--- config.mk ---
export PLATFORM = sky130hd
export DESIGN_NAME = nti_queue
export DESIGN_NICKNAME = d
export VERILOG_FILES = /design/src/hdl/nti_pkg.sv /design/src/hdl/nti_queue.sv
export VERILOG_INCLUDE_DIRS = /design/src /design/src/hdl
export SDC_FILE = /design/constraint.sdc
export NUM_CORES = 1
export LEC_CHECK = 0
export BUFFER_PORTS_ARGS = -buffer_cell sky130_fd_sc_hd__clkbuf_2
export CAP_MARGIN = 10
export CORE_MARGIN = 2
export CORE_UTILIZATION = 47
export DETAILED_ROUTE_END_ITERATION = 8
export GPL_TIMING_DRIVEN = 0
export PLACE_DENSITY = 0.82
export SYNTH_ARGS = -nofsm -noshare
export SYNTH_HDL_FRONTEND = slang
export SYNTH_SLANG_ARGS = --single-unit
export TNS_END_PERCENT = 30
--- constraint.sdc ---
create_clock -name clk -period 5.7 [get_ports clk]
set_clock_uncertainty 0.1 [all_clocks]
set_input_delay 0.57 -clock clk [delete_from_list [all_inputs] [get_ports clk]]
set_output_delay 0.57 -clock clk [all_outputs]
set_load 0.005 [all_outputs]
--- src/hdl/assert_macros.svh ---
// Assertion helpers shared by the queue and back-end modules.
`ifndef ASSERT_MACROS_SVH
`define ASSERT_MACROS_SVH

// Same-cycle implication, disabled while reset is asserted.
`define NTI_ASSERT_SAME(lbl, clk, rst_n, ante, cons) \
  lbl: assert property (@(posedge clk) disable iff (!rst_n) (ante) |-> (cons)) \
    else $error("assertion failed");

// Next-cycle implication, disabled while reset is asserted.
`define NTI_ASSERT_NEXT(lbl, clk, rst_n, ante, cons) \
  lbl: assert property (@(posedge clk) disable iff (!rst_n) (ante) |=> (cons)) \
    else $error("assertion failed");

`endif

--- src/hdl/nti_pkg.sv ---
package nti_pkg;

  localparam int FRAC_BITS_DEF   = 16;
  localparam int COUNT_BITS_DEF  = 16;
  localparam int QUEUE_DEPTH_DEF = 2;

  localparam int LEN_W     = 16;
  localparam int CFG_IDX_W = 2;

  localparam logic [CFG_IDX_W-1:0] REG_ROW_COUNT  = 2'd0;
  localparam logic [CFG_IDX_W-1:0] REG_FIRST_LEN  = 2'd1;
  localparam logic [CFG_IDX_W-1:0] REG_SECOND_LEN = 2'd2;
  localparam logic [CFG_IDX_W-1:0] REG_SPLIT_MODE = 2'd3;

  localparam logic [LEN_W-1:0] ROW_COUNT_RST  = 16'd1;
  localparam logic [LEN_W-1:0] FIRST_LEN_RST  = 16'd2;
  localparam logic [LEN_W-1:0] SECOND_LEN_RST = 16'd2;

  typedef struct packed {
    logic signed [31:0] integrand;
    logic signed [31:0] inner_coord;
    logic signed [31:0] outer_coord;
  } in_t;

  typedef struct packed {
    logic signed [63:0] integral;
    logic               saturated;
  } out_t;

  typedef struct packed {
    logic [LEN_W-1:0] row_count;
    logic [LEN_W-1:0] first_segment_len;
    logic [LEN_W-1:0] second_segment_len;
    logic             split_mode;
  } cfg_t;

  typedef struct packed {
    logic inner_en;   // sample closes an inner trapezoid
    logic row_start;  // sample latches the row's outer coordinate
    logic row_end;    // sample closes the row
    logic outer_en;   // row end adds an outer trapezoid
    logic last;       // row end closes the integration
  } flags_t;

  typedef struct packed {
    in_t    data;
    flags_t flags;
  } q_item_t;

  typedef enum logic [2:0] {
    ST_IDLE,
    ST_MUL,
    ST_ISUM,
    ST_OPND,
    ST_OMUL,
    ST_OADD,
    ST_OSAT,
    ST_FIN
  } back_state_t;

endpackage

--- src/hdl/nti_queue.sv ---
`include "assert_macros.svh"

module nti_queue #(
  parameter int DEPTH = nti_pkg::QUEUE_DEPTH_DEF
) (
  input  logic              clk,
  input  logic              rst_n,
  input  logic              push,
  input  nti_pkg::q_item_t  wr_item,
  output logic              full,
  input  logic              pop,
  output logic              not_empty,
  output nti_pkg::q_item_t  rd_item
);

  localparam int PTR_W = (DEPTH > 1) ? $clog2(DEPTH) : 1;
  localparam int CNT_W = $clog2(DEPTH + 1);

  nti_pkg::q_item_t  mem_r [DEPTH];
  logic [PTR_W-1:0]  wr_ptr_r, wr_ptr_nxt;
  logic [PTR_W-1:0]  rd_ptr_r, rd_ptr_nxt;
  logic [CNT_W-1:0]  count_r, count_nxt;
  logic              do_push, do_pop;

  assign full      = (count_r == CNT_W'(DEPTH));
  assign not_empty = (count_r != '0);
  assign do_push   = push && !full;
  assign do_pop    = pop && not_empty;
  assign rd_item   = mem_r[rd_ptr_r];

  always_comb begin
    wr_ptr_nxt = wr_ptr_r;
    rd_ptr_nxt = rd_ptr_r;
    count_nxt  = count_r;
    if (do_push) begin
      wr_ptr_nxt = (wr_ptr_r == PTR_W'(DEPTH - 1)) ? '0 : wr_ptr_r + PTR_W'(1);
    end
    if (do_pop) begin
      rd_ptr_nxt = (rd_ptr_r == PTR_W'(DEPTH - 1)) ? '0 : rd_ptr_r + PTR_W'(1);
    end
    if (do_push && !do_pop) begin
      count_nxt = count_r + CNT_W'(1);
    end else if (do_pop && !do_push) begin
      count_nxt = count_r - CNT_W'(1);
    end
  end

  always_ff @(posedge clk) begin
    if (!rst_n) begin
      wr_ptr_r <= '0;
      rd_ptr_r <= '0;
      count_r  <= '0;
    end else begin
      wr_ptr_r <= wr_ptr_nxt;
      rd_ptr_r <= rd_ptr_nxt;
      count_r  <= count_nxt;
    end
  end

  always_ff @(posedge clk) begin
    if (do_push) begin
      mem_r[wr_ptr_r] <= wr_item;
    end
  end

  `NTI_ASSERT_SAME(a_count_bound, clk, rst_n, 1'b1, count_r <= CNT_W'(DEPTH))
  `NTI_ASSERT_NEXT(a_push_count, clk, rst_n, do_push && !do_pop, count_r != '0)

endmodule

==> impl_metrics.toml <==
[placed_design]
numPortBuffers = 207
post_placement_cell_area_um2 = 9020
place_ws_ns = 3.23
gp_congestion = 0.672
detailed_placement_hpwl_mm = 9.66

[layout]
syn2layout_area_growth_pct = 28.7
antenna_cells = 0
drive_gt1_share_pct = 45.3
post_layout_net_count = 682
post_route_design_area_um2 = 9720
finished_core_util_pct = 61.6

[synthesis]
post-synth-top-area-cell = "sky130_fd_sc_hd__edfxtp_1"
ys_top_cells_by_count = "sky130_fd_sc_hd__edfxtp_1 (202), sky130_fd_sc_hd__mux2_1 (90), sky130_fd_sc_hd__mux2_2 (11), sky130_fd_sc_hd__buf_6 (9), sky130_fd_sc_hd__dfxtp_1 (5)"
synthesis.yosys.warnings = 0
commonest_register_cell_after_synthesis = "sky130_fd_sc_hd__edfxtp_1"
ys_seq_elements = 207
syn-mean-instance-area_um2 = 22.3
synth.net_count = 445
synthMostInstantiatedCell = "sky130_fd_sc_hd__edfxtp_1"
syn-instance-count = 339
synthesized_area_um2 = 7550
yosys-top-cells-area = "sky130_fd_sc_hd__edfxtp_1 (80%), sky130_fd_sc_hd__mux2_1 (13%), sky130_fd_sc_hd__mux2_2 (1.6%)"
yosys.cell_types.count = 24
synth_enable_flop_cells = 202
ys_seq_area_share_pct = 81.6
synth.top_cell.area_share_pct = 80.3
asyncSetResetFlopFracSynth_pct = 0

[sta]
timing_hold_violations_final = 0
final_worst_path_period_share_pct = 42.0
actual_slew_at_the_worst_max_slew_pin_ns = 0.996
max_freq_ghz = 0.418
setup_viol = 0
rsz0062_at_grt = "no"
timing.final.max_slew_violations = 0
timing.final.crit_period_ns = 2.39
slew_headroom_pct = 33.4
final.hold.worst_slack_ns = 0.171
timing.final.ws_setup_ns = 3.31

[clock_tree]
cts.hold.buffers_added = 0
max-clock-path-buffers = 3
post_cts_resize_count = 0
tritoncts = "built"
htree_num_levels = 1
clock_latency_ns = 0.48
postCtsSetupRepairBufs = 0
clk_transition_reported_paths_ns = 0.06
clock_sinks = 207
number_of_buffers_inserted_during_clock_tree_synthesis = 22
clk_root_buffer_cell = "sky130_fd_sc_hd__clkbuf_16"

[floorplanning]
die_area_um2 = 17100
dieHeight_um = 131
placeableCoreArea_um2 = 15800
initial_core_util_pct = 47.9
std_cell_rows = 46
ioPinCount = 208
floorplan.die.width_um = 131

[grt]
grt_overflow_total = 0
grt_first_pass_wirelength_mm = 20.3
globalRouteTotalUtil_pct = 15.4
via_count_of_the_first_global_routing_pass = 4116
grt_antenna_before_repair = 1
largest_net_degree_at_the_start_of_global_routing = 52

[routing]
drc = 0
total_wirelength_of_the_detailed_routed_design_mm = 13.7
detail-route-antenna-nets = 0
vias = 3906
drt_pre_antenna_iters = 4
route.detailed.wl_per_inst_um = 17.0
post_drt_via_cell_ratio = 4.84
drt_iter0_markers = 219

[pwr]
vdd_drop_max_uv = 300
pwr_density_cell_nw_per_um2 = 440
leakagePower_nw = 3.72

[min_path]
timing.hold.worst.class = "input port to flip-flop"

[critical_path]
worst_setup_path_end_kind = "output port"
critical_path.max_fanout = 10
crit_path_start_kind = "flip-flop"
critical_path_required_ns = 5.03
critical_path_class = "flip-flop to output port"
arrival_ns = 1.72

[flow_run]
drv.max_cap_violation_count = 0

[run_status]
result_of_the_run = "complete, no violations"
==> cell usage in the layout (no fill, tap or decap), drive strengths merged <==
cell	count
o21a	1
and2	3
xnor2	2
clkinv	11
inv	2
buf	17
edfxtp	202
or3	1
xor2	1
o21ai	2
nand2b	1
mux2	101
and3	1
ha	1
or2	1
dfxtp	5
nor3	1
a21boi	2
clkbuf	233
nor2	1
bufinv	2
==> metrics by stage <==
stage	std cells	setup TNS [ns]	power, mW
global placement	762	-139.31	2.91
CTS	807	0	4.34
floorplan	339	0	2.52
detailed placement	768	0	2.98
global route	807	0	4.49
finish	807	0	4.27
==> metal layers <==
| layer | vias up | global-route usage [%] | part of all wire, % |
|---|---|---|---|
| met5 | - | 0 | 0.073 |
| met4 | 2 | 4.76 | 2.0 |
| met3 | 27 | 4.28 | 6.9 |
| met2 | 143 | 27.6 | 52 |
| met1 | 1906 | 18.3 | 39 |
| li1 | 1828 | - | - |
==> kinds of logic after synthesis <==
kind of cell    Yosys count  synth area share (%)
flops                   207                  81.6
mux                     101                  15.1
buf+inv                  13                  1.61
simple gates              9                 0.762
compound gates            5                 0.431
xor+xnor                  3                 0.348
fa+ha+maj                 1                 0.166
==> worst max-delay path, cell delays in order, from the launching register on <==
cell	delay, ns
sky130_fd_sc_hd__dfxtp_1	0.32
sky130_fd_sc_hd__buf_4	0.25
sky130_fd_sc_hd__buf_6	0.20
sky130_fd_sc_hd__mux2_1	0.35
sky130_fd_sc_hd__clkbuf_2	0.12
==> final cells by class <==
| class | instances | area (um^2) |
|---|---|---|
| fill | 1151 | 6050 |
| buffer | 11 | 114 |
| multi-input combinational | 119 | 1280 |
| sequential | 207 | 6170 |
| inverter | 2 | 7.51 |
| timing repair buffer | 213 | 1190 |
| clock buffer | 26 | 587 |
| tap | 216 | 270 |
| clock inverter | 13 | 110 |
==> flip-flops by register name, indices dropped and copies added, names as in the netlist, named ones only <==
signal,cells
mem_r,202
count_r,2
rd_ptr_r,1
wr_ptr_r,1
==> report_power, final <==
| group | switching [mW] | internal, mW |
|---|---|---|
| clock | 0.530 | 0.821 |
| combinational | 0.483 | 0.482 |
| sequential | 0.0477 | 1.91 |
==> worst paths after layout <==
check,start,slack (ns),cells after the start,endpoint
worst min register to register,count_r[1],0.49,2,count_r[1]
worst min-delay path,wr_item[26],0.17,1,mem_r[1][26]
worst max register to register,count_r[0],3.41,5,mem_r[0][67]
worst max-delay path,flip-flop,3.31,4,rd_item[37]
Power figures use the tool's default switching activity.
