### config.mk
export PLATFORM = sky130hd
export DESIGN_NAME = nti_front
export DESIGN_NICKNAME = d
export VERILOG_FILES = /design/src/hdl/assert_macros.svh /design/src/hdl/nti_pkg.sv /design/src/hdl/nti_front.sv
export SDC_FILE = /design/constraint.sdc
export NUM_CORES = 1
export LEC_CHECK = 0
export ABC_CLOCK_PERIOD_IN_PS = 5200
export BUFFER_PORTS_ARGS = -buffer_cell sky130_fd_sc_hd__buf_2
export CORE_AREA = 2 2 97 99
export DETAILED_ROUTE_END_ITERATION = 7
export DIE_AREA = 0 0 99 101
export GPL_TIMING_DRIVEN = 0
export HOLD_SLACK_MARGIN = 0.1
export PLACE_DENSITY = 0.92
export SETUP_SLACK_MARGIN = 0.5
export SYNTH_ARGS = -nofsm -noshare
export SYNTH_HDL_FRONTEND = slang
export SYNTH_SLANG_ARGS = --single-unit
### constraint.sdc
create_clock -name clk -period 5.2 [get_ports clk]
set_input_delay 0.26 -clock clk [delete_from_list [all_inputs] [get_ports clk]]
set_output_delay 0.26 -clock clk [all_outputs]
set_load 0.01 [all_outputs]
### src/hdl/assert_macros.svh
// Assertion helpers shared by the queue and back-end modules.
`ifndef ASSERT_MACROS_SVH
`define ASSERT_MACROS_SVH

// Same-cycle implication, disabled while reset is asserted.
`define NTI_ASSERT_SAME(lbl, clk, rst_n, ante, cons) \
  lbl: assert property (@(posedge clk) disable iff (!rst_n) (ante) |-> (cons)) \
    else $error("assertion failed");

// Next-cycle implication, disabled while reset is asserted.
`define NTI_ASSERT_NEXT(lbl, clk, rst_n, ante, cons) \
  lbl: assert property (@(posedge clk) disable iff (!rst_n) (ante) |=> (cons)) \
    else $error("assertion failed");

`endif

### src/hdl/nti_pkg.sv
package nti_pkg;

  localparam int FRAC_BITS_DEF   = 16;
  localparam int COUNT_BITS_DEF  = 16;
  localparam int QUEUE_DEPTH_DEF = 2;

  localparam int LEN_W     = 16;
  localparam int CFG_IDX_W = 2;

  localparam logic [CFG_IDX_W-1:0] REG_ROW_COUNT  = 2'd0;
  localparam logic [CFG_IDX_W-1:0] REG_FIRST_LEN  = 2'd1;
  localparam logic [CFG_IDX_W-1:0] REG_SECOND_LEN = 2'd2;
  localparam logic [CFG_IDX_W-1:0] REG_SPLIT_MODE = 2'd3;

  localparam logic [LEN_W-1:0] ROW_COUNT_RST  = 16'd1;
  localparam logic [LEN_W-1:0] FIRST_LEN_RST  = 16'd2;
  localparam logic [LEN_W-1:0] SECOND_LEN_RST = 16'd2;

  typedef struct packed {
    logic signed [31:0] integrand;
    logic signed [31:0] inner_coord;
    logic signed [31:0] outer_coord;
  } in_t;

  typedef struct packed {
    logic signed [63:0] integral;
    logic               saturated;
  } out_t;

  typedef struct packed {
    logic [LEN_W-1:0] row_count;
    logic [LEN_W-1:0] first_segment_len;
    logic [LEN_W-1:0] second_segment_len;
    logic             split_mode;
  } cfg_t;

  typedef struct packed {
    logic inner_en;   // sample closes an inner trapezoid
    logic row_start;  // sample latches the row's outer coordinate
    logic row_end;    // sample closes the row
    logic outer_en;   // row end adds an outer trapezoid
    logic last;       // row end closes the integration
  } flags_t;

  typedef struct packed {
    in_t    data;
    flags_t flags;
  } q_item_t;

  typedef enum logic [2:0] {
    ST_IDLE,
    ST_MUL,
    ST_ISUM,
    ST_OPND,
    ST_OMUL,
    ST_OADD,
    ST_OSAT,
    ST_FIN
  } back_state_t;

endpackage

### src/hdl/nti_front.sv
module nti_front #(
  parameter int COUNT_BITS = nti_pkg::COUNT_BITS_DEF
) (
  input  logic              clk,
  input  logic              rst_n,
  input  logic              in_valid,
  output logic              in_ready,
  input  nti_pkg::in_t      in_data,
  input  nti_pkg::cfg_t     cfg,
  input  logic              q_full,
  output logic              q_push,
  output nti_pkg::q_item_t  q_item
);

  localparam int CW = (COUNT_BITS > nti_pkg::LEN_W ? COUNT_BITS : nti_pkg::LEN_W) + 1;

  logic [COUNT_BITS-1:0] sample_idx_r, sample_idx_nxt;
  logic [COUNT_BITS-1:0] row_idx_r, row_idx_nxt;
  logic                  seg_sel_r, seg_sel_nxt;

  logic                       accept;
  logic [nti_pkg::LEN_W-1:0]  seg_len;
  logic [CW-1:0]              seg_len_eff;
  logic [CW-1:0]              row_cnt_eff;
  logic                       seg_end;
  logic                       row_at_end;
  nti_pkg::flags_t            flags;

  assign in_ready = !q_full;
  assign accept   = in_valid && in_ready;
  assign q_push   = accept;

  always_comb begin
    seg_len     = seg_sel_r ? cfg.second_segment_len : cfg.first_segment_len;
    // a length of zero acts as one
    seg_len_eff = (seg_len == '0) ? CW'(1) : {{(CW-nti_pkg::LEN_W){1'b0}}, seg_len};
    row_cnt_eff = (cfg.row_count == '0) ? CW'(1)
                                        : {{(CW-nti_pkg::LEN_W){1'b0}}, cfg.row_count};
    seg_end     = ({{(CW-COUNT_BITS){1'b0}}, sample_idx_r} + CW'(1) >= seg_len_eff) ||
                  (&sample_idx_r);
    row_at_end  = ({{(CW-COUNT_BITS){1'b0}}, row_idx_r} + CW'(1) >= row_cnt_eff) ||
                  (&row_idx_r);

    flags.inner_en  = (sample_idx_r != '0);
    flags.row_start = (sample_idx_r == '0) && !seg_sel_r;
    flags.row_end   = seg_end && !(!seg_sel_r && cfg.split_mode);
    flags.outer_en  = (row_idx_r != '0);
    flags.last      = flags.row_end && row_at_end;

    q_item.data  = in_data;
    q_item.flags = flags;

    sample_idx_nxt = sample_idx_r;
    row_idx_nxt    = row_idx_r;
    seg_sel_nxt    = seg_sel_r;
    if (accept) begin
      if (!seg_end) begin
        sample_idx_nxt = sample_idx_r + COUNT_BITS'(1);
      end else begin
        sample_idx_nxt = '0;
        seg_sel_nxt    = !seg_sel_r && cfg.split_mode;
        if (flags.row_end) begin
          row_idx_nxt = flags.last ? '0 : row_idx_r + COUNT_BITS'(1);
        end
      end
    end
  end

  always_ff @(posedge clk) begin
    if (!rst_n) begin
      sample_idx_r <= '0;
      row_idx_r    <= '0;
      seg_sel_r    <= 1'b0;
    end else begin
      sample_idx_r <= sample_idx_nxt;
      row_idx_r    <= row_idx_nxt;
      seg_sel_r    <= seg_sel_nxt;
    end
  end

endmodule

==> report_table.html <==
<table>
<tr><th>Metric</th><th>Value</th></tr>
<tr><th colspan="2">Logic synthesis</th></tr>
<tr><td>Compound-gate portion of the synthesized area</td><td>12.8%</td></tr>
<tr><td>Post-synthesis cell type count</td><td>between 50 and 60</td></tr>
<tr><td>Mux share of post-synthesis cell area</td><td>between 4 and 5%</td></tr>
<tr><td>Flops &amp; latches, synth</td><td>33</td></tr>
<tr><td>Share of synthesized cell area in and, or, nand and nor gates</td><td>between 20% and 30%</td></tr>
<tr><td>Largest family of logic cells by synthesized area</td><td>buffers and inverters</td></tr>
<tr><td>Xor-xnor portion of the synthesized cell area</td><td>between 7 and 8%</td></tr>
<tr><td>Number of nets in the synthesized netlist</td><td>672</td></tr>
<tr><td>Syn Inst Count</td><td>around 490</td></tr>
<tr><td>Mapped cell area</td><td>0.00388 mm2</td></tr>
<tr><td>Post-Synthesis Mean Instance Area</td><td>roughly 8 um2</td></tr>
<tr><td>Number of enable-type register cells in the synthesized netlist</td><td>0</td></tr>
<tr><td>Adder and majority gate portion of the synthesized area</td><td>~12%</td></tr>
<tr><td>Portion of the post-synthesis area used by sequential elements</td><td>between 15 and 20%</td></tr>
<tr><td>Most common flop cell mapped by yosys</td><td>sky130_fd_sc_hd__dfxtp_1</td></tr>
<tr><td>Async set-or-reset flop fraction in the synthesized netlist</td><td>0%</td></tr>
<tr><td>YS warnings</td><td>0</td></tr>
<tr><th colspan="2">Die</th></tr>
<tr><td>Die X</td><td>~99 um</td></tr>
<tr><td>Initial core utilization</td><td>a little over two fifths</td></tr>
<tr><td>Placeable core region</td><td>0.00898 mm2</td></tr>
<tr><td>Number of placement rows</td><td>35</td></tr>
<tr><td>Total Die Area</td><td>~0.010 mm2</td></tr>
<tr><td>Height of the chip</td><td>101 um</td></tr>
<tr><td>Top Ports</td><td>252</td></tr>
<tr><th colspan="2">Critical path</th></tr>
<tr><td>CP required</td><td>slightly below 5 ns</td></tr>
<tr><td>Endpoint type of the worst setup path</td><td>output port</td></tr>
<tr><td>Critical Path AT</td><td>4.15 ns</td></tr>
<tr><td>Cell Chain, Critical Path</td><td>buf_2, buf_1, mux2i_1, nand4_1, or4_1, nand2_1, ha_1, nor2b_1, o21ai_0, a311oi_1, or4b_4, nor2_4, buf_4, nor3_1, buf_2</td></tr>
<tr><td>CP Launch Type</td><td>flop</td></tr>
<tr><td>Most used cell along the critical path</td><td>sky130_fd_sc_hd__buf_2</td></tr>
<tr><td>Critical Path Max Stage Delay</td><td>~0.59 ns</td></tr>
<tr><td>Critical path's top delay family</td><td>simple AND/OR/NAND/NOR gates</td></tr>
<tr><td>Maximum fanout count along the critical path</td><td>10</td></tr>
<tr><td>Startpoint-to-endpoint class of the critical path</td><td>reg -&gt; out</td></tr>
<tr><td>Critical Path Slowest Stage Cell</td><td>sky130_fd_sc_hd__or4b_4</td></tr>
<tr><td>Combined buffer and inverter count along the critical path</td><td>4</td></tr>
<tr><th colspan="2">Power and ir drop</th></tr>
<tr><td>Part of the power in registers</td><td>36.9%</td></tr>
<tr><td>P_int</td><td>a little over 0.5 mW</td></tr>
<tr><td>Total power divided by cell area</td><td>between 100 and 150 mW/mm2</td></tr>
<tr><td>Static leakage</td><td>~2.5 nW</td></tr>
<tr><td>Proportion of power drawn by the clock network</td><td>around 37%</td></tr>
<tr><td>Part of the total power dissipated in combinational logic</td><td>a little over a quarter</td></tr>
<tr><td>Total net switching power</td><td>approximately 0.18 mW</td></tr>
<tr><td>Sw frac</td><td>between 20 and 30%</td></tr>
<tr><td>Largest voltage drop on the vdd net</td><td>0.0000964 V</td></tr>
<tr><th colspan="2">Timing</th></tr>
<tr><td>Pin slew with the least headroom to its limit</td><td>approximately 0.8 ns</td></tr>
<tr><td>Post-layout minimum cycle time</td><td>approximately 4.4 ns</td></tr>
<tr><td>Peak Freq</td><td>227 MHz</td></tr>
<tr><td>Final clock period utilization by the worst path</td><td>84.7%</td></tr>
<tr><td>Final setup vio count</td><td>0</td></tr>
<tr><td>Setup TNS Final</td><td>0 ns</td></tr>
<tr><td>Slew Viols, Final</td><td>0</td></tr>
<tr><td>Unrepaired setup endpoints after global routing</td><td>false</td></tr>
<tr><td>Worst rel slew slack</td><td>a little under half</td></tr>
<tr><td>Final Hold Viols</td><td>0</td></tr>
<tr><td>Clk_skew</td><td>around 0.0031 ns</td></tr>
<tr><th colspan="2">GRT</th></tr>
<tr><td>Met3 routing resource usage after global routing</td><td>3.61%</td></tr>
<tr><td>Global-route layer with the greatest usage</td><td>met2</td></tr>
<tr><td>Number of antenna violations at the first check in global routing</td><td>0</td></tr>
<tr><td>Pin count of the biggest net entering global routing</td><td>11</td></tr>
<tr><td>Grt ovf</td><td>0</td></tr>
<tr><td>Number of global-route vias before repair</td><td>3483</td></tr>
<tr><td>First-pass GRT wire length</td><td>15200 um</td></tr>
<tr><td>Met1 Resource Use GR</td><td>around 22%</td></tr>
<tr><td>Global-route met2 utilization</td><td>about a third</td></tr>
<tr><td>All-layer global routing usage</td><td>around 18%</td></tr>
<tr><th colspan="2">Place</th></tr>
<tr><td>Number of cells after detailed placement</td><td>approximately 750</td></tr>
<tr><td>Weighted congestion reported at the end of routability-driven placement</td><td>about 0.90</td></tr>
<tr><td>Detailed placer's ending HPWL</td><td>roughly 7800 um</td></tr>
<tr><td>I/O Buffers</td><td>155</td></tr>
<tr><th colspan="2">Routing</th></tr>
<tr><td>Number of routed nets with antenna violations</td><td>0</td></tr>
<tr><td>DRC viols</td><td>0</td></tr>
<tr><td>DR pass1 iterations</td><td>4</td></tr>
<tr><td>DR WL/cell</td><td>between 10 and 15 um</td></tr>
<tr><td>Iteration-0 DRC Markers</td><td>148</td></tr>
<tr><td>Number of vias after detailed routing</td><td>around 3800</td></tr>
<tr><td>DRT Wirelength</td><td>around 9400 um</td></tr>
<tr><td>Via-to-Cell Ratio</td><td>just over 5</td></tr>
<tr><th colspan="2">Finish</th></tr>
<tr><td>Share of post-route cells with drive strength above 1</td><td>roughly 44%</td></tr>
<tr><td>Number of diodes added for antenna fixing</td><td>0</td></tr>
<tr><td>Synthesis-to-finish area growth</td><td>26.7%</td></tr>
<tr><td># fillers</td><td>~850</td></tr>
<tr><td>Final non-filler cell total</td><td>around 760</td></tr>
<tr><td>Net count reported at finish</td><td>834</td></tr>
<tr><th colspan="2">Min path</th></tr>
<tr><td>Worst min-delay path class</td><td>in -&gt; reg</td></tr>
<tr><th colspan="2">Clocking</th></tr>
<tr><td>Clock slew seen by the registers of the worst setup and hold paths</td><td>roughly 0.070 ns</td></tr>
<tr><td>CTS H-Tree Depth</td><td>2</td></tr>
<tr><td>Post-CTS Setup Inserts</td><td>0</td></tr>
<tr><td>Root cell of the clock tree</td><td>sky130_fd_sc_hd__clkbuf_8</td></tr>
<tr><td>Hold-fix buffer count after cts</td><td>0</td></tr>
<tr><td>Maximum root-to-sink buffer count</td><td>2</td></tr>
<tr><td>Clock buffers created by TritonCTS</td><td>5</td></tr>
<tr><td>Number of sinks handled by clock tree synthesis</td><td>33</td></tr>
<tr><td>Later-pin clock latency in the skew report</td><td>0.29 ns</td></tr>
<tr><td>TritonCTS clock tree</td><td>done</td></tr>
<tr><th colspan="2">Run</th></tr>
<tr><td>Max-cap viol count</td><td>0</td></tr>
<tr><th colspan="2">Status</th></tr>
<tr><td>Status</td><td>finished clean</td></tr>
</table>
final timing paths:
path	startpoint	end	slack, ns	cells past startpoint
worst max register to register	sample_idx_r[0]	sample_idx_r[0]	1.12	13
worst max-delay path	seg_sel_r	q_item[0]	0.79	15
worst min register to register	row_idx_r[15]	row_idx_r[15]	0.49	2
worst min-delay path	rst_n	row_idx_r[4]	0.43	3
metrics by stage:
| stage | cell area, um2 | util [%] | setup WS (ns) | power, mW | hold WS, ns |
|---|---|---|---|---|---|
| after floorplan | 3880 | - | 1.71 | 0.374 | 0.444 |
| after global placement | 4790 | 53.4 | 1.19 | 0.440 | 0.476 |
| after detailed placement | 4790 | 53.4 | 1.10 | 0.444 | 0.483 |
| after CTS | 4910 | 54.7 | 0.770 | 0.698 | 0.416 |
| after global routing | 4910 | 54.7 | 0.593 | 0.726 | 0.440 |
| final | 4910 | 54.7 | 0.794 | 0.691 | 0.426 |
worst reg2reg max path, stage by stage, from the launching register on:
cell and delay (ns):
sky130_fd_sc_hd__dfxtp_1 0.44, sky130_fd_sc_hd__ha_1 0.32, sky130_fd_sc_hd__and3_2 0.22, sky130_fd_sc_hd__nor3b_4 0.36
sky130_fd_sc_hd__and3_2 0.26, sky130_fd_sc_hd__xor2_1 0.25, sky130_fd_sc_hd__ha_1 0.20, sky130_fd_sc_hd__nand4_1 0.15
sky130_fd_sc_hd__or3_1 0.40, sky130_fd_sc_hd__a311oi_1 0.29, sky130_fd_sc_hd__or4b_4 0.24, sky130_fd_sc_hd__nor2_4 0.06
sky130_fd_sc_hd__o21ai_0 0.64, sky130_fd_sc_hd__nor2_1 0.11
power groups by stage:
| stage | registers, mW | clock network, mW | logic, mW |
|---|---|---|---|
| after detailed placement | 0.261 | 0 | 0.183 |
| after global routing | 0.255 | 0.270 | 0.201 |
| after floorplan | 0.260 | 0 | 0.114 |
| after CTS | 0.255 | 0.260 | 0.184 |
| final | 0.255 | 0.253 | 0.182 |
| after global placement | 0.261 | 0 | 0.179 |
placed cells by master (no fill, tap or decap), drive strengths merged, types with 19 or more instances in the layout:
cell and instances:
dfxtp 33, nand3 24, nor2 26, a21boi 19
buf 259, nand2 39, ha 36, xnor2 19
inv 24
Yosys cell counts (all sizes together), types with 2 or more instances:
master	instances	area, um2
o21bai	3	22.5
nor3	11	60.1
xor2	14	123
nand3	24	120
and3	8	62.6
buf	104	781
nor2b	3	18.8
nor4b	2	17.5
xnor2	19	166
o21ai	9	56.3
and3b	3	26.3
nor4	8	50.1
a21o	4	32.5
a21boi	19	143
ha	36	450
a21oi	15	75.1
a211oi	2	15.0
nand4b	3	26.3
mux2i	16	160
clkbuf	9	33.8
and2	4	26.3
or3	3	20.0
nor3b	6	56.3
inv	24	90.1
o2bb2ai	2	17.5
nand3b	7	52.6
a32o	5	50.1
nor2	26	105
nand2	39	149
nand4	13	81.3
dfxtp	33	661
state kept, by name, summed over array words and instances (netlist names):
name and flops:
seg_sel_r 1, sample_idx_r 16, row_idx_r 16
cell type report:
type | count | area (um2) | area share, %
well taps | 111 | 139 | 2.83
clock buffers | 7 | 86.3 | 1.76
multi-input cells | 316 | 2310 | 47.0
clock inverters | 1 | 30.0 | 0.611
repair buffers | 155 | 776 | 15.8
flip-flops and latches | 33 | 661 | 13.4
plain buffers | 114 | 825 | 16.8
inverters | 24 | 90.1 | 1.83
cells by family (layout without fill, tap and decap cells):
| group | Yosys count | count (layout) |
|---|---|---|
| adder cells (fa/ha/maj) | 36 | 36 |
| XOR/XNOR | 33 | 33 |
| flip-flops | 33 | 33 |
| AO/OA/AOI/OAI | 67 | 67 |
| multiplexers | 16 | 16 |
| buffers and inverters | 138 | 301 |
| AND/OR/NAND/NOR | 164 | 164 |
what timing repair did:
action / CTS / global route
endpoints found under the hold margin: 0 / 0
endpoints found under the setup margin: 0 / 1
gates resized for setup: 0 / 1
metal layers:
layer / vias up / part of all wire [%]
met5: - / 0
met4: 0 / 2.2
met3: 19 / 8.9
met2: 195 / 49
met1: 1709 / 40
li1: 1922 / -
No activity file was read; power rests on OpenSTA's default activity.
